## config.mk

```make
export PLATFORM = sky130hd
export DESIGN_NAME = pixel_format_to_rgba8_top
export DESIGN_NICKNAME = d
export VERILOG_FILES = /design/src/pfrgba_pkg.sv /design/src/pfrgba_unpack.sv /design/src/pfrgba_outbuf.sv /design/src/pixel_format_to_rgba8_top.sv
export SDC_FILE = /design/constraint.sdc
export NUM_CORES = 1
export LEC_CHECK = 0
export ABC_AREA = 0
export ABC_CLOCK_PERIOD_IN_PS = 16800
export CAP_MARGIN = 10
export CELL_PAD_IN_SITES_DETAIL_PLACEMENT = 0
export CELL_PAD_IN_SITES_GLOBAL_PLACEMENT = 1
export CORE_MARGIN = 2
export CORE_UTILIZATION = 35
export DETAILED_ROUTE_END_ITERATION = 10
export DONT_BUFFER_PORTS = 1
export PLACE_DENSITY = 0.68
export SLEW_MARGIN = 5
export SYNTH_ARGS = -nofsm -noshare
export SYNTH_HDL_FRONTEND = slang
export SYNTH_SLANG_ARGS = --single-unit
```

## constraint.sdc

```tcl
create_clock -name clk -period 16.8 [get_ports clk]
set_input_delay 3.36 -clock clk [delete_from_list [all_inputs] [get_ports clk]]
set_output_delay 3.36 -clock clk [all_outputs]
set_load 0.05 [all_outputs]
```

## src/pfrgba_pkg.sv

```systemverilog
// ----------------------------------------------------------------------------
// pfrgba_pkg
// Shared widths, codes, result record and colour expansion tables for the
// pixel format to RGBA8 converter.
// ----------------------------------------------------------------------------
package pfrgba_pkg;

  localparam int BYTE_W      = 8;
  localparam int FMT_W       = 4;
  localparam int DIM_W       = 13;
  localparam int CFG_IDX_W   = 2;
  localparam int WORD_W      = 32;
  localparam int GATHER_W    = 24;
  localparam int DEFAULT_MAX_DIMENSION = 4096;

  // Source format codes; every other code is unsupported.
  typedef enum logic [FMT_W-1:0] {
    FMT_BGRA     = 4'd0,
    FMT_RGBA     = 4'd1,
    FMT_ABGR     = 4'd2,
    FMT_ARGB     = 4'd3,
    FMT_BGR      = 4'd4,
    FMT_RGB      = 4'd5,
    FMT_R5G6B5   = 4'd6,
    FMT_A4R4G4B4 = 4'd7
  } fmt_t;

  // Configuration register indexes.
  typedef enum logic [CFG_IDX_W-1:0] {
    REG_SOURCE_FORMAT = 2'd0,
    REG_IMAGE_WIDTH   = 2'd1,
    REG_IMAGE_HEIGHT  = 2'd2
  } reg_idx_t;

  // One converted pixel.
  typedef struct packed {
    logic [BYTE_W-1:0] red;
    logic [BYTE_W-1:0] green;
    logic [BYTE_W-1:0] blue;
    logic [BYTE_W-1:0] alpha;
    logic              last_pixel;
    logic              format_error;
  } pixel_t;

  // Expansion of a 5-bit channel: floor(v * 255 / 31), built at elaboration.
  function automatic logic [32*BYTE_W-1:0] build_exp5();
    logic [32*BYTE_W-1:0] tbl;
    tbl = '0;
    for (int i = 0; i < 32; i++) begin
      tbl[i*BYTE_W +: BYTE_W] = BYTE_W'((i * 255) / 31);
    end
    return tbl;
  endfunction

  // Expansion of a 6-bit channel: floor(v * 255 / 63), built at elaboration.
  function automatic logic [64*BYTE_W-1:0] build_exp6();
    logic [64*BYTE_W-1:0] tbl;
    tbl = '0;
    for (int i = 0; i < 64; i++) begin
      tbl[i*BYTE_W +: BYTE_W] = BYTE_W'((i * 255) / 63);
    end
    return tbl;
  endfunction

  localparam logic [32*BYTE_W-1:0] EXP5_TABLE = build_exp5();
  localparam logic [64*BYTE_W-1:0] EXP6_TABLE = build_exp6();

endpackage

```

## src/pfrgba_unpack.sv

```systemverilog
// ----------------------------------------------------------------------------
// pfrgba_unpack
// Turns one assembled source word into an RGBA8 pixel according to the
// configured source format.
// ----------------------------------------------------------------------------
module pfrgba_unpack (
  input  logic [pfrgba_pkg::FMT_W-1:0]  source_format,
  input  logic [pfrgba_pkg::WORD_W-1:0] word,
  input  logic                          last_pixel,
  output pfrgba_pkg::pixel_t            pixel
);

  logic [4:0] r5;
  logic [5:0] g6;
  logic [4:0] b5;

  // Channel fields of the 16-bit little-endian R5G6B5 word.
  assign b5 = word[4:0];
  assign g6 = word[10:5];
  assign r5 = word[15:11];

  // Channel selection and expansion per format.
  always_comb begin
    pixel              = '0;
    pixel.alpha        = 8'hFF;
    pixel.last_pixel   = last_pixel;
    pixel.format_error = 1'b0;
    unique case (source_format)
      pfrgba_pkg::FMT_BGRA: begin
        pixel.red   = word[23:16];
        pixel.green = word[15:8];
        pixel.blue  = word[7:0];
        pixel.alpha = word[31:24];
      end
      pfrgba_pkg::FMT_RGBA: begin
        pixel.red   = word[7:0];
        pixel.green = word[15:8];
        pixel.blue  = word[23:16];
        pixel.alpha = word[31:24];
      end
      pfrgba_pkg::FMT_ABGR: begin
        pixel.red   = word[31:24];
        pixel.green = word[23:16];
        pixel.blue  = word[15:8];
        pixel.alpha = word[7:0];
      end
      pfrgba_pkg::FMT_ARGB: begin
        pixel.red   = word[15:8];
        pixel.green = word[23:16];
        pixel.blue  = word[31:24];
        pixel.alpha = word[7:0];
      end
      pfrgba_pkg::FMT_BGR: begin
        pixel.red   = word[23:16];
        pixel.green = word[15:8];
        pixel.blue  = word[7:0];
      end
      pfrgba_pkg::FMT_RGB: begin
        pixel.red   = word[7:0];
        pixel.green = word[15:8];
        pixel.blue  = word[23:16];
      end
      pfrgba_pkg::FMT_R5G6B5: begin
        pixel.red   = pfrgba_pkg::EXP5_TABLE[r5*pfrgba_pkg::BYTE_W +: pfrgba_pkg::BYTE_W];
        pixel.green = pfrgba_pkg::EXP6_TABLE[g6*pfrgba_pkg::BYTE_W +: pfrgba_pkg::BYTE_W];
        pixel.blue  = pfrgba_pkg::EXP5_TABLE[b5*pfrgba_pkg::BYTE_W +: pfrgba_pkg::BYTE_W];
      end
      pfrgba_pkg::FMT_A4R4G4B4: begin
        // Multiplying a nibble by 17 is the nibble written twice.
        pixel.blue  = {word[3:0],   word[3:0]};
        pixel.green = {word[7:4],   word[7:4]};
        pixel.red   = {word[11:8],  word[11:8]};
        pixel.alpha = {word[15:12], word[15:12]};
      end
      default: begin
        pixel              = '0;
        pixel.format_error = 1'b1;
      end
    endcase
  end

endmodule

```

## src/pfrgba_outbuf.sv

```systemverilog
// ----------------------------------------------------------------------------
// pfrgba_outbuf
// Output register with a skid entry, so that the input side sees only a
// registered stall.
// ----------------------------------------------------------------------------
module pfrgba_outbuf (
  input  logic               clk,
  input  logic               rst,
  input  logic               push,
  input  pfrgba_pkg::pixel_t push_data,
  input  logic               out_stall,
  output logic               out_valid,
  output pfrgba_pkg::pixel_t out_data,
  output logic               full
);

  logic               skid_valid;
  pfrgba_pkg::pixel_t skid_data;
  logic               out_free;

  // The output register can load when empty or when its transaction completes.
  assign out_free = !out_valid || !out_stall;
  assign full     = skid_valid;

  // Valid flags.
  always_ff @(posedge clk) begin
    if (rst) begin
      out_valid  <= 1'b0;
      skid_valid <= 1'b0;
    end else begin
      if (out_free) begin
        out_valid  <= skid_valid || push;
        skid_valid <= 1'b0;
      end else if (push) begin
        skid_valid <= 1'b1;
      end
    end
  end

  // Payload.
  always_ff @(posedge clk) begin
    if (out_free) begin
      out_data <= skid_valid ? skid_data : push_data;
    end else if (push) begin
      skid_data <= push_data;
    end
  end

endmodule

```

## src/pixel_format_to_rgba8_top.sv

```systemverilog
// ----------------------------------------------------------------------------
// pixel_format_to_rgba8_top
// Texture byte stream to RGBA8 pixel converter.
//
// The input channel (in_valid, in_stall, in_byte) takes one source byte per
// transaction. Bytes are gathered into a pixel of 4, 3 or 2 bytes depending on
// source_format; the final byte of a pixel produces one result transaction on
// the output channel (out_valid, out_stall, red, green, blue, alpha,
// last_pixel, format_error). With an unsupported format every byte produces
// a result with format_error set and zero colours.
// Each result is registered. Throughput: one byte per cycle while in_stall
// is low, set by the single pass from the gather register through the
// unpacker into the output register.
// last_pixel marks pixel number width*height; the count then restarts.
// The configuration port (cfg_write, cfg_index, cfg_data) writes a register
// at once; any write drops a partly gathered pixel and restarts the count.
// Reset selects RGBA, a 1x1 image and an empty output.
// When the receiver stalls, one further result is held in a skid entry, after
// which in_stall rises until the output drains.
// ----------------------------------------------------------------------------
module pixel_format_to_rgba8_top #(
  parameter int MAX_DIMENSION = pfrgba_pkg::DEFAULT_MAX_DIMENSION
) (
  input  logic                             clk,
  input  logic                             rst,
  input  logic                             in_valid,
  output logic                             in_stall,
  input  logic [pfrgba_pkg::BYTE_W-1:0]    in_byte,
  output logic                             out_valid,
  input  logic                             out_stall,
  output logic [pfrgba_pkg::BYTE_W-1:0]    red,
  output logic [pfrgba_pkg::BYTE_W-1:0]    green,
  output logic [pfrgba_pkg::BYTE_W-1:0]    blue,
  output logic [pfrgba_pkg::BYTE_W-1:0]    alpha,
  output logic                             last_pixel,
  output logic                             format_error,
  input  logic                             cfg_write,
  input  logic [pfrgba_pkg::CFG_IDX_W-1:0] cfg_index,
  input  logic [pfrgba_pkg::DIM_W-1:0]     cfg_data
);

  localparam int DIM_LIMIT = (1 << pfrgba_pkg::DIM_W) - 1;
  localparam int DIM_CAP   = (MAX_DIMENSION > DIM_LIMIT) ? DIM_LIMIT : MAX_DIMENSION;
  localparam longint TOTAL_MAX = longint'(DIM_CAP) * longint'(DIM_CAP);
  localparam int TOTAL_W   = $clog2(TOTAL_MAX + 1);
  localparam logic [pfrgba_pkg::DIM_W-1:0] DIM_CAP_V = pfrgba_pkg::DIM_W'(DIM_CAP);

  logic [pfrgba_pkg::FMT_W-1:0]    source_format, source_format_next;
  logic [pfrgba_pkg::DIM_W-1:0]    image_width, image_width_next;
  logic [pfrgba_pkg::DIM_W-1:0]    image_height, image_height_next;
  logic [pfrgba_pkg::DIM_W-1:0]    width_clamped, height_clamped;
  logic [2*pfrgba_pkg::DIM_W-1:0]  area;
  logic [TOTAL_W-1:0]              total_pixels;

  logic [pfrgba_pkg::GATHER_W-1:0] gathered_bytes;
  logic [1:0]                      byte_position;
  logic [TOTAL_W-1:0]              pixel_count;

  logic                            accept;
  logic                            unsupported;
  logic [1:0]                      last_position;
  logic                            complete;
  logic [pfrgba_pkg::WORD_W-1:0]   word;
  logic [TOTAL_W:0]                count_plus;
  logic                            is_last;
  logic                            push;
  pfrgba_pkg::pixel_t              pixel;
  pfrgba_pkg::pixel_t              out_data;

  assign accept = in_valid && !in_stall;

  // Register write decode.
  always_comb begin
    source_format_next = source_format;
    image_width_next   = image_width;
    image_height_next  = image_height;
    if (cfg_write) begin
      unique case (cfg_index)
        pfrgba_pkg::REG_SOURCE_FORMAT: source_format_next = cfg_data[pfrgba_pkg::FMT_W-1:0];
        pfrgba_pkg::REG_IMAGE_WIDTH:   image_width_next   = cfg_data;
        pfrgba_pkg::REG_IMAGE_HEIGHT:  image_height_next  = cfg_data;
        default: ;
      endcase
    end
  end

  // Dimensions of zero count as one, large ones are capped.
  always_comb begin
    if (image_width_next == '0) begin
      width_clamped = pfrgba_pkg::DIM_W'(1);
    end else if (image_width_next > DIM_CAP_V) begin
      width_clamped = DIM_CAP_V;
    end else begin
      width_clamped = image_width_next;
    end
    if (image_height_next == '0) begin
      height_clamped = pfrgba_pkg::DIM_W'(1);
    end else if (image_height_next > DIM_CAP_V) begin
      height_clamped = DIM_CAP_V;
    end else begin
      height_clamped = image_height_next;
    end
  end

  assign area = width_clamped * height_clamped;

  // Configuration registers and the registered pixel total.
  always_ff @(posedge clk) begin
    if (rst) begin
      source_format <= pfrgba_pkg::FMT_RGBA;
      image_width   <= pfrgba_pkg::DIM_W'(1);
      image_height  <= pfrgba_pkg::DIM_W'(1);
      total_pixels  <= TOTAL_W'(1);
    end else begin
      source_format <= source_format_next;
      image_width   <= image_width_next;
      image_height  <= image_height_next;
      total_pixels  <= area[TOTAL_W-1:0];
    end
  end

  // Bytes per pixel for the current format, as the position of the final byte.
  assign unsupported = source_format[pfrgba_pkg::FMT_W-1];
  always_comb begin
    if (source_format <= pfrgba_pkg::FMT_ARGB) begin
      last_position = 2'd3;
    end else if (source_format <= pfrgba_pkg::FMT_RGB) begin
      last_position = 2'd2;
    end else begin
      last_position = 2'd1;
    end
  end

  assign complete = byte_position >= last_position;

  // Source word from the held bytes and the arriving byte.
  always_comb begin
    unique case (last_position)
      2'd3:    word = {in_byte, gathered_bytes};
      2'd2:    word = {8'h00, in_byte, gathered_bytes[15:0]};
      default: word = {16'h0000, in_byte, gathered_bytes[7:0]};
    endcase
  end

  // End of image detection.
  assign count_plus = {1'b0, pixel_count} + (TOTAL_W+1)'(1);
  assign is_last    = count_plus >= {1'b0, total_pixels};

  pfrgba_unpack u_unpack (
    .source_format (source_format),
    .word          (word),
    .last_pixel    (is_last && !unsupported),
    .pixel         (pixel)
  );

  // Gather state and pixel count.
  always_ff @(posedge clk) begin
    if (rst || cfg_write) begin
      byte_position <= '0;
      pixel_count   <= '0;
    end else if (accept && !unsupported) begin
      if (complete) begin
        byte_position <= '0;
        pixel_count   <= is_last ? '0 : count_plus[TOTAL_W-1:0];
      end else begin
        byte_position <= byte_position + 2'd1;
      end
    end
  end

  // Held bytes of the current pixel; unused positions are masked off above.
  always_ff @(posedge clk) begin
    if (accept && !unsupported && !complete) begin
      unique case (byte_position)
        2'd0:    gathered_bytes[7:0]   <= in_byte;
        2'd1:    gathered_bytes[15:8]  <= in_byte;
        default: gathered_bytes[23:16] <= in_byte;
      endcase
    end
  end

  assign push = accept && (unsupported || complete);

  pfrgba_outbuf u_outbuf (
    .clk       (clk),
    .rst       (rst),
    .push      (push),
    .push_data (pixel),
    .out_stall (out_stall),
    .out_valid (out_valid),
    .out_data  (out_data),
    .full      (in_stall)
  );

  assign red          = out_data.red;
  assign green        = out_data.green;
  assign blue         = out_data.blue;
  assign alpha        = out_data.alpha;
  assign last_pixel   = out_data.last_pixel;
  assign format_error = out_data.format_error;

  // The input is only held back while a result is already waiting.
  a_stall_needs_output: assert property (@(posedge clk) disable iff (rst)
    in_stall |-> out_valid)
    else $error("input stalled with an empty output register");

  // An error transaction carries no colour and no end of image mark.
  a_error_clean: assert property (@(posedge clk) disable iff (rst)
    (out_valid && format_error) |->
      (red == '0 && green == '0 && blue == '0 && alpha == '0 && !last_pixel))
    else $error("error transaction with non-zero payload");

  // The pixel count stays below the image size.
  a_count_range: assert property (@(posedge clk) disable iff (rst)
    pixel_count < total_pixels)
    else $error("pixel count reached the image size");

  // A register write restarts pixel gathering.
  a_write_restarts: assert property (@(posedge clk) disable iff (rst)
    cfg_write |=> (byte_position == '0 && pixel_count == '0))
    else $error("gather state survived a register write");

endmodule

```

==> run summary, run 1 <==
Outcome - finished clean
Register bit count reported by yosys - 176
Drt initial violations - 715
Final Critical Period - 10.25 ns
R2R setup slack - 9.66 ns
Area post-placement - 0.0148 mm²
Setup violations, final - 0
DRC Markers - 0
Power after layout - 1.13 mW
Leak - 6.66 nW
Via density - 5.25
Via count - 10600
Pre-Repair DR Iteration Count - 5
Worst Setup End Kind - register
Footprint of the multi-input gates - 0.00875 mm²
Crit-path cells - nand3b_1, o21ai_0, xnor2_1, nor2_1, nand2_1, fa_1, fa_1, inv_1, fa_1, fa_1, inv_1, fa_1, inv_1, ha_1, a21oi_1, o21a_1, nand4b_1, and3_1, o21ai_0, mux2_2
Power density cells - 73.6 mW/mm²
I/O pins - 64
Synth unique cells - 63
Die Height - 206 µm
FF+latch area - 0.00445 mm²
Cts hold-fix bufs - 0
Initial Util - 35.7%
CP max-delay cell - nor2_1
Global route total overflow - 0
Max-slew headroom - 34.0%
Area leader, netlist - edfxtp_1
Ranking of synthesized cells by area - edfxtp_1 (19%), fa_1 (17%), dfxtp_1 (12%), ha_1 (8.6%), inv_1 (5.5%)
Fmax - 0.0976 GHz
EDFF count, synth - 92
Critical Setup Path Class - in2reg
Gr usage total - 18.0%
Port Buffers - 0
Antenna Nets Post-Route - 0
HPWL after DPL - 27400 µm
CTS Sinks - 176
Vias in the first global route - 10800
Final Hold Vio Count - 0
Top post-synthesis cells by count - inv_1 (207), nor2_1 (188), nand2_1 (133), fa_1 (120), ha_1 (98)
Worst path bufs/invs - 3
Pins Over Slew Limit - 0
Worst Max-Slew Pin Slew - 0.988 ns
Antenna diodes - 0
Initial antenna violation count - 0
Synth Cell Area - 0.0142 mm²
Setup Buffers After CTS - 0
Yosys Warn Count - 0
WP data required - 17.14 ns
Most used DFF post-synth - edfxtp_1
Critical Path Fanout Max - 16
Total core area - 0.0399 mm²
CTS Buf Count - 17
Setup TNS - 0 ns
Synthesized area per cell - 9.41 µm²
R2R cell count - 21
Synth Net Count - 1759
Site Rows - 73
Most frequent cell on the critical path - fa_1
Worst Skew - 0.0134 ns
Post-synth ARST share - 0%
WL final - 35800 µm
Die W - 206 µm
Levels on crit path - 20
Area grow syn2layout - 8.09%
Most common cell in the synthesized netlist - inv_1
Layout cells sized above 1 - 6.47%
Post-Syn Instances - 1513
CP startpoint kind - input port
Final Cell Area - 0.0154 mm²
Clock slew at reported path FFs - 0.07 ns
H-tree depth - 4
Final Util - 38.5%
CTS Buffer Depth - 2
WL/cell - 17.7 µm
RSZ-0062 raised after global routing - no
Peak VDD IR - 49.0 µV
Largest net degree at the start of global routing - 61
Synth top area share - 19.4%
Post_cts resized - 0
Crit path max-delay family - adder cells
Post-synthesis sequential area ratio - 31.2%
Root Buffer - clkbuf_16
Max-cap violations - 0
Clock latency on the worst-skew pair - 0.45 ns
HP Class - reg2reg
Gp weighted congestion - 0.901
First-pass GRT wire length - 59200 µm
CTS tree - done
Die area - 0.0423 mm²
Worst Path Arrival - 10.59 ns
Min-Delay Path Depth - 1
CP max stage delay - 0.74 ns
Fin crit share - 61.0%
WHS - 0.470 ns
Fin nets - 1732
Fillers - 3973
## kinds of logic after synthesis
| family | after synthesis | share of synthesized area [%] |
|---|---|---|
| adders and majority gates | 218 | 25.5 |
| buffers and inverters | 269 | 7.30 |
| DFF | 176 | 31.2 |
| muxes | 77 | 5.71 |
| and+or+nand+nor | 510 | 16.7 |
| AOI/OAI and AO/OA | 220 | 10.9 |
| xor gates and xnor gates | 43 | 2.65 |
## through the flow
step	std cells	setup WS [ns]
after floorplan	1513	7.54
after global placement	1992	6.33
after detailed placement	1992	6.15
after CTS	2024	6.61
after global routing	2024	6.00
final	2024	6.55
## state kept, by name, summed over array words and instances, names as in the netlist
register / cells
byte_position: 2
gathered_bytes: 24
image_height: 13
image_width: 13
pixel_count: 25
source_format: 4
total_pixels: 25
u_outbuf.full: 1
u_outbuf.out_data: 34
u_outbuf.out_valid: 1
u_outbuf.skid_data: 34
## where the power goes
part           switching (mW)  internal (mW)
Combinational           0.118         0.0670
Sequential             0.0465          0.476
Clock                   0.207          0.218
## path summary, 6_finish.rpt
| path | from | to |
|---|---|---|
| worst max-delay path | cfg_index[1] | total_pixels[21]$_SDFF_PP0_ |
| worst min-delay path | pixel_count[20]$_SDFFE_PP0P_ | pixel_count[20]$_SDFFE_PP0P_ |
| worst min register to register | pixel_count[20]$_SDFFE_PP0P_ | pixel_count[20]$_SDFFE_PP0P_ |
| worst max register to register | image_width[4]$_SDFF_PP0_ | total_pixels[21]$_SDFF_PP0_ |
## layer usage
| metal | up-vias | global-route usage [%] | part of all wire [%] |
|---|---|---|---|
| li1 | 5066 | - | - |
| met1 | 5260 | 23.6 | 44 |
| met2 | 265 | 30.7 | 49 |
| met3 | 44 | 2.61 | 5.1 |
| met4 | 0 | 5.50 | 2.2 |
| met5 | - | 0 | 0 |
## worst register-to-register path: stages (launching register included)
cell and delay (ns):
dfxtp_1 0.32, nor4_1 0.45, nand4_1 0.20, o21ai_0 0.28
xnor2_1 0.34, nor2_1 0.74, nand2_1 0.18, fa_1 0.54
fa_1 0.51, inv_1 0.05, fa_1 0.47, fa_1 0.55
inv_1 0.05, fa_1 0.52, inv_1 0.04, ha_1 0.34
a21oi_1 0.26, o21a_1 0.19, nand4b_1 0.19, and3_1 0.26
o21ai_0 0.19, mux2_2 0.36
## layout make-up
type / instances / area share [%]
Multi-Input combinational cell: 1068 / 56.9
Sequential cell: 176 / 28.9
Inverter: 207 / 5.05
Tap cell: 525 / 4.27
Clock buffer: 17 / 2.77
Clock inverter: 15 / 1.32
Timing Repair Buffer: 16 / 0.781
## cell usage in the layout (no fill, tap or decap), drive strengths merged, types with 13 or more instances in the layout
| master | count |
|---|---|
| fa | 120 |
| mux2 | 33 |
| dfxtp | 84 |
| nor3 | 37 |
| o21ai | 34 |
| nor2 | 188 |
| ha | 98 |
| a21oi | 48 |
| nand3 | 24 |
| a32o | 19 |
| nor2b | 24 |
| nand2b | 36 |
| xnor2 | 26 |
| mux2i | 44 |
| a22o | 15 |
| nand2 | 133 |
| a21o | 13 |
| buf | 16 |
| inv | 215 |
| xor2 | 17 |
| clkbuf | 17 |
| edfxtp | 92 |
Power figures use the tool's default switching activity.
==> inputs of run 2 (changes only) <==
- ABC_AREA: 0 -> 1
- ABC_CLOCK_PERIOD_IN_PS: 16800 -> 9250
- PLACE_DENSITY: 0.68 -> 0.73
- clock period: 16.8 -> 9.25 ns (I/O delays scaled with it)
==> run 2 against run 1 <==
Against the previous run: worst setup slack lost 5.6 ns; via count grew 16%; utilization shrank 0.46 points; first-iteration DRC count grew 15%; critical path type unchanged; critical endpoint is now total_pixels[15]$_SDFF_PP0_; largest power group unchanged; highest routed layer unchanged.
==> run summary, run 2 <==
WP data required - 9.60 ns (was 17.14 ns)
Final Hold Vio Count - 0 (unchanged)
Synth Net Count - 2195 (was 1759)
CTS Buffer Depth - 2 (unchanged)
I/O pins - 64 (unchanged)
Initial antenna violation count - 0 (unchanged)
Root Buffer - clkbuf_16 (unchanged)
Max-cap violations - 0 (unchanged)
Vias in the first global route - 12400 (was 10800)
Final setup margin - 0.941 ns (was 6.55 ns)
Hold Path Origin - pixel_count[1]$_SDFFE_PP0P_ (was pixel_count[20]$_SDFFE_PP0P_)
Antenna diodes - 0 (unchanged)
Area grow syn2layout - 7.81% (was 8.09%)
CP startpoint kind - input port (unchanged)
Critical Setup Path Class - in2reg (unchanged)
Pins Over Slew Limit - 0 (unchanged)
HP Class - reg2reg (unchanged)
Fillers - 4428 (was 3973)
Reg2reg start - image_height[12]$_SDFF_PP0_ (was image_width[4]$_SDFF_PP0_)
Clock latency on the worst-skew pair - 0.47 ns (was 0.45 ns)
Pre-CTS WS - 0.636 ns (was 6.15 ns)
Commonest non-fill, non-tap cells in the layout - nand2_1 (479), inv_1 (374), nor2_1 (242) (was inv_1 (207), nor2_1 (188), nand2_1 (133))
Final Critical Period - 8.31 ns
CTS Sinks - 176 (unchanged)
Fmax - 0.120 GHz
Setup TNS - 0 ns (unchanged)
Clock slew at reported path FFs - 0.07 ns (about the same)
Fin crit share - 89.8%
Placed cell count - 2453 (was 1992)
Worst path bufs/invs - 6 (was 3)
CTS tree - done (unchanged)
Antenna Nets Post-Route - 0 (unchanged)
Post-Syn Instances - 1949 (was 1513)
Area post-placement - 0.0153 mm² (was 0.0148 mm²)
Synthesized area per cell - 7.58 µm² (was 9.41 µm²)
Largest net degree at the start of global routing - 51 (was 61)
Post-Layout Cell Count - 2485 (was 2024)
CTS Buf Count - 17 (unchanged)
Ranking of synthesized cells by area - edfxtp_1 (19%), fa_1 (16%), nand2_1 (12%), dfxtp_1 (11%), inv_1 (9.5%) (was edfxtp_1 (19%), fa_1 (17%), dfxtp_1 (12%), ha_1 (8.6%), inv_1 (5.5%))
CP max-delay cell - fa_1 (was nor2_1)
Setup violations, final - 0 (unchanged)
Cts hold-fix bufs - 0 (unchanged)
Synth unique cells - 47 (was 63)
Yosys Warn Count - 0 (unchanged)
Peak VDD IR - 138 µV (was 49.0 µV)
CP max stage delay - 0.55 ns (was 0.74 ns)
DRC Markers - 0 (unchanged)
Synth top area share - 18.7% (was 19.4%)
Port Buffers - 0 (unchanged)
Critical Path Fanout Max - 26 (was 16)
Worst Setup End Kind - register (unchanged)
Post-synthesis sequential area ratio - 30.1% (was 31.2%)
Leak - 7.59 nW (was 6.66 nW)
Register bit count reported by yosys - 176 (unchanged)
Power after layout - 2.30 mW (was 1.13 mW)
Site Rows - 75 (was 73)
Outcome - finished clean (unchanged)
Initial Util - 35.3% (was 35.7%)
Final Util - 38.1% (was 38.5%)
Synth Cell Area - 0.0148 mm² (was 0.0142 mm²)
Worst Path Arrival - 8.66 ns (was 10.59 ns)
First-pass GRT wire length - 66800 µm (was 59200 µm)
Layout cells sized above 1 - 4.21% (was 6.47%)
Area leader, netlist - edfxtp_1 (unchanged)
WHS - 0.495 ns (was 0.470 ns)
Top post-synthesis cells by count - nand2_1 (479), inv_1 (374), nor2_1 (243), fa_1 (120), ha_1 (98) (was inv_1 (207), nor2_1 (188), nand2_1 (133), fa_1 (120), ha_1 (98))
Drt initial violations - 825 (was 715)
Most common cell in the synthesized netlist - nand2_1 (was inv_1)
Worst Skew - 0.0179 ns (was 0.0134 ns)
Die W - 210 µm (was 206 µm)
Fin nets - 2179 (was 1732)
Gp weighted congestion - 0.941 (was 0.901)
Crit path max-delay family - adder cells (unchanged)
WL/cell - 16.2 µm (was 17.7 µm)
Most common cell after layout, fill and taps aside - nand2_1 (was inv_1)
EDFF count, synth - 92 (unchanged)
Gr usage total - 19.3% (was 18.0%)
Most frequent cell on the critical path - inv_1 (was fa_1)
Total core area - 0.0419 mm² (was 0.0399 mm²)
RSZ-0062 raised after global routing - no (unchanged)
Setup Buffers After CTS - 0 (unchanged)
Pre-Repair DR Iteration Count - 5 (unchanged)
Via density - 4.97 (was 5.25)
Final Cell Area - 0.0159 mm² (was 0.0154 mm²)
Die area - 0.0439 mm² (was 0.0423 mm²)
Largest regs - u_outbuf.out_data (34), u_outbuf.skid_data (34) (unchanged)
Global route total overflow - 0 (unchanged)
WL final - 40300 µm (was 35800 µm)
H-tree depth - 4 (unchanged)
HPWL after DPL - 31900 µm (was 27400 µm)
Power density cells - 144 mW/mm² (was 73.6 mW/mm²)
Post-synth ARST share - 0% (unchanged)
Max-slew headroom - 26.7% (was 34.0%)
Die Height - 210 µm (was 206 µm)
Most used DFF post-synth - edfxtp_1 (unchanged)
Worst setup path start - cfg_index[0] (was cfg_index[1])
Worst Max-Slew Pin Slew - 1.09 ns (was 0.988 ns)
Post_cts resized - 0 (unchanged)
Via count - 12400 (was 10600)
Crit-path cells - inv_1, nand3_2, nand2_1, o21ai_4, inv_1, nand2_1, nand2_1, nor2_1, fa_1, inv_1, fa_1, inv_1, fa_1, inv_1, fa_1, fa_1, inv_1, ha_1, a21oi_1, a21boi_0, o21ai_0, a21oi_1, a21oi_1, and2_1 (was nand3b_1, o21ai_0, xnor2_1, nor2_1, nand2_1, fa_1, fa_1, inv_1, fa_1, fa_1, inv_1, fa_1, inv_1, ha_1, a21oi_1, o21a_1, nand4b_1, and3_1, o21ai_0, mux2_2)
-- run 2: changes by cell type in the layout (fill, tap and decap cells not counted), moves of 33 or more --
cell,delta
nand3_1,+47
nor2_1,+54
nand2_1,+346
a21oi_1,+37
inv_1,+167
nand2b_1,-36
mux2i_1,-44
mux2_2,-33
o21ai_0,+39
-- run 2: final timing paths --
| check | cells past startpoint | end | slack [ns] |
|---|---|---|---|
| max | 24 | total_pixels[15]$_SDFF_PP0_ | 0.94 |
| max reg2reg | 23 | total_pixels[15]$_SDFF_PP0_ | 2.62 |
| min | 2 | pixel_count[1]$_SDFFE_PP0P_ | 0.50 |
| min reg2reg | 2 | pixel_count[1]$_SDFFE_PP0P_ | 0.50 |
-- run 2: worst register-to-register path, stage by stage, from the launching register on --
cell	delay, ns
dfxtp_1	0.32
inv_1	0.04
nand2_1	0.10
o21ai_4	0.14
inv_1	0.36
nand2_1	0.34
nand2_1	0.46
nor2_1	0.14
fa_1	0.55
inv_1	0.05
fa_1	0.54
inv_1	0.06
fa_1	0.50
inv_1	0.05
fa_1	0.46
fa_1	0.55
inv_1	0.04
ha_1	0.34
a21oi_1	0.25
a21boi_0	0.52
o21ai_0	0.27
a21oi_1	0.23
a21oi_1	0.08
and2_1	0.13
-- run 2: power breakdown --
part,leakage [nW],switching (mW),internal (mW)
combinational,5.71,0.395,0.175
clock,0.296,0.351,0.393
sequential,1.59,0.0977,0.885
total,7.59,0.844,1.45
-- run 2: cell type report --
| class | count | area [µm²] | share of cell area [%] |
|---|---|---|---|
| multi-input combinational | 1335 | 8660 | 54.3 |
| sequential | 176 | 4440 | 27.9 |
| inverter | 393 | 1480 | 9.26 |
| tap | 539 | 674 | 4.23 |
| clock buffer | 18 | 439 | 2.76 |
| clock inverter | 14 | 168 | 1.05 |
| timing repair buffer | 10 | 75.1 | 0.471 |
-- run 2: kinds of logic after synthesis --
logic type	share of synthesized area [%]
compound gates	9.99
xor+xnor	0.830
fa+ha+maj	24.5
buf+inv	11.4
flops	30.1
simple gates	23.2
-- run 2: metal layers --
metal	global-route usage [%]	share of wire [%]	up-vias
li1	-	-	6071
met1	25.8	46	5901
met2	32.8	47	333
met3	2.56	4.3	45
met4	5.77	2.2	0
met5	0	0	-
==> inputs of run 3 (changes only) <==
- ABC_AREA: 1 -> default
- GPL_TIMING_DRIVEN: default -> 0
- PLACE_DENSITY: 0.73 -> 0.71
==> run 3 against run 2 <==
Against the previous run: routed wire length fell by 3.6%; critical path type unchanged; worst setup slack got worse by 0.12 ns; register-to-register slack got worse by 0.68 ns; clock power rose by 3.4%; first-iteration DRC count fell by 2.5%.
==> run summary, run 3 (synthesis results as in run 1) <==
Worst Setup End Kind - register (unchanged)
Commonest non-fill, non-tap cells in the layout - inv_1 (207), nor2_1 (188), nand2_1 (132) (was nand2_1 (479), inv_1 (374), nor2_1 (242))
Critical Setup Path Class - in2reg (unchanged)
First-pass GRT wire length - 62900 µm (was 66800 µm)
Fmax - 0.119 GHz (was 0.120 GHz)
Area grow syn2layout - 9.27% (was 7.81%)
Sw Ratio - 34.3% (was 36.7%)
Clock Power Share - 36.9% (was 32.4%)
Outcome - finished clean (unchanged)
Final setup margin - 0.826 ns (was 0.941 ns)
Worst Skew - 0.0188 ns (was 0.0179 ns)
CTS Buffer Depth - 2 (unchanged)
DRT met1 WL - 16400 µm (was 18700 µm)
Met3 WL - 2470 µm (was 1750 µm)
Worst reg2reg path endpoint - total_pixels[21]$_SDFF_PP0_ (was total_pixels[15]$_SDFF_PP0_)
Max-slew headroom - 32.5% (was 26.7%)
Worst Path Arrival - 8.77 ns (was 8.66 ns)
Root Buffer - clkbuf_16 (unchanged)
Combinational Power Share - 17.9% (was 24.8%)
Most common cell after layout, fill and taps aside - inv_1 (was nand2_1)
Global route total overflow - 0 (unchanged)
Site Rows - 73 (was 75)
Total core area - 0.0399 mm² (was 0.0419 mm²)
Post-Layout Cell Count - 2073 (was 2485)
HPWL after DPL - 30300 µm (was 31900 µm)
Largest net degree at the start of global routing - 38 (was 51)
Setup Buffers After CTS - 0 (unchanged)
CP startpoint kind - input port (unchanged)
DRC Markers - 0 (unchanged)
Final Hold Vio Count - 0 (unchanged)
Initial Util - 35.7% (was 35.3%)
Final Critical Period - 8.42 ns (was 8.31 ns)
Peak VDD IR - 126 µV (was 138 µV)
Initial antenna violation count - 0 (unchanged)
Hold Path Origin - pixel_count[21]$_SDFFE_PP0P_ (was pixel_count[1]$_SDFFE_PP0P_)
Reg2reg start - image_height[5]$_SDFF_PP0_ (was image_height[12]$_SDFF_PP0_)
Setup TNS - 0 ns (unchanged)
Pre-Repair DR Iteration Count - 8 (was 5)
Max-cap violations - 0 (unchanged)
Clock latency on the worst-skew pair - 0.46 ns (was 0.47 ns)
Leak - 6.70 nW (was 7.59 nW)
Via density - 5.37 (was 4.97)
WL/cell - 18.8 µm (was 16.2 µm)
Post_cts resized - 0 (unchanged)
CTS tree - done (unchanged)
WL final - 38900 µm (was 40300 µm)
R2R cell count - 22 (was 23)
Layout cells sized above 1 - 5.94% (was 4.21%)
Critical Path Fanout Max - 10 (was 26)
Worst Max-Slew Pin Slew - 1.01 ns (was 1.09 ns)
Die W - 206 µm (was 210 µm)
I/O pins - 64 (unchanged)
Gr usage total - 19.3% (about the same)
Setup violations, final - 0 (unchanged)
Seq pwr share - 45.3% (was 42.8%)
Placed cell count - 2041 (was 2453)
Die Height - 206 µm (was 210 µm)
Vias in the first global route - 11500 (was 12400)
H-tree depth - 4 (unchanged)
Largest regs - u_outbuf.out_data (34), u_outbuf.skid_data (34) (unchanged)
Fin crit share - 91.1% (was 89.8%)
Pint - 1.37 mW (was 1.45 mW)
Max layer used - met4 (unchanged)
Pre-CTS WS - 0.423 ns (was 0.636 ns)
Via count - 11100 (was 12400)
DR WL met2 - 19100 µm (was 19000 µm)
HP Class - reg2reg (unchanged)
Fin nets - 1781 (was 2179)
Power density cells - 134 mW/mm² (was 144 mW/mm²)
Antenna diodes - 0 (unchanged)
Die area - 0.0423 mm² (was 0.0439 mm²)
CTS Buf Count - 17 (unchanged)
Clock slew at reported path FFs - 0.07 ns (about the same)
Port Buffers - 0 (unchanged)
Cts hold-fix bufs - 0 (unchanged)
NetSw - 716 µW (was 844 µW)
WP data required - 9.59 ns (was 9.60 ns)
R2R setup slack - 1.94 ns (was 2.62 ns)
Pins Over Slew Limit - 0 (unchanged)
Worst Hold Path EP - pixel_count[21]$_SDFFE_PP0P_ (was pixel_count[1]$_SDFFE_PP0P_)
Antenna Nets Post-Route - 0 (unchanged)
CTS Sinks - 176 (unchanged)
RSZ-0062 raised after global routing - no (unchanged)
Drt initial violations - 804 (was 825)
Gp weighted congestion - 0.909 (was 0.941)
Min-Delay Path Depth - 1 (was 2)
[run 3: cell count changes in the layout (fill, tap and decap cells not counted), moves of 19 or more]
| cell | change |
|---|---|
| a32o_1 | +19 |
| mux2_2 | +33 |
| nand2b_1 | +36 |
| nor2_1 | -54 |
| mux2i_1 | +44 |
| inv_1 | -167 |
| xnor2_1 | +23 |
| nor2b_1 | +24 |
| nor3_1 | +23 |
| clkbuf_1 | +43 |
| nand2_1 | -347 |
| nand3_1 | -47 |
| o21ai_0 | -39 |
| a21oi_1 | -37 |
[run 3: through the flow]
stage          hold slack [ns]  power (mW)  cell area [µm²]  utilization [%]
2_1_floorplan            0.442        1.22            14200                -
3_3_place_gp             0.452        1.33            14900             37.3
3_5_place_dp             0.460        1.33            14900             37.4
4_1_cts                  0.479        2.10            15600             39.0
5_1_grt                  0.503        2.18            15600             39.0
6_report                 0.474        2.09            15600             39.0
[run 3: worst max-delay path by stage]
stage,depth (start not counted),end,slack (ns),from
after CTS,23,total_pixels[24]$_SDFF_PP0_,0.88,cfg_data[9]
after global placement,23,total_pixels[24]$_SDFF_PP0_,0.46,cfg_data[9]
final,22,total_pixels[21]$_SDFF_PP0_,0.83,cfg_data[9]
after floorplan,23,total_pixels[24]$_SDFF_PP0_,1.50,cfg_data[2]
after global routing,23,total_pixels[24]$_SDFF_PP0_,0.37,cfg_data[9]
after detailed placement,23,total_pixels[24]$_SDFF_PP0_,0.42,cfg_data[9]
[run 3: area by class of cell]
| type | instances | area, µm² |
|---|---|---|
| Multi-Input combinational cell | 1068 | 8760 |
| Clock inverter | 15 | 194 |
| Inverter | 207 | 777 |
| Tap cell | 525 | 657 |
| Sequential cell | 176 | 4440 |
| Buffer | 62 | 262 |
| Fill cell | 4027 | 24400 |
| Timing Repair Buffer | 3 | 30.0 |
| Clock buffer | 17 | 425 |
[run 3: power groups by stage]
stage	clock [mW]	sequential (mW)	combinational [mW]
after floorplan	0	0.956	0.266
after global placement	0	0.962	0.365
after detailed placement	0	0.963	0.369
after CTS	0.783	0.945	0.372
after global routing	0.817	0.949	0.416
final	0.769	0.945	0.373
[run 3: layer usage]
layer  vias up  global-route usage, %
met5         -                      0
met4         0                   6.17
met3        66                   3.47
met2       376                   33.6
met1      5545                   24.2
li1       5150                      -
[run 3: critical path: stages]
cell	delay, ns
nor4_1	0.33
nand3_1	0.15
o21ai_0	0.39
xnor2_1	0.36
nor2_1	0.52
clkbuf_1	0.46
nand2_1	0.15
fa_1	0.56
inv_1	0.05
fa_1	0.51
fa_1	0.46
fa_1	0.55
inv_1	0.05
fa_1	0.53
inv_1	0.04
ha_1	0.35
a21o_1	0.19
a21oi_1	0.21
nand4b_1	0.21
and3_1	0.25
o21ai_0	0.21
mux2_2	0.36
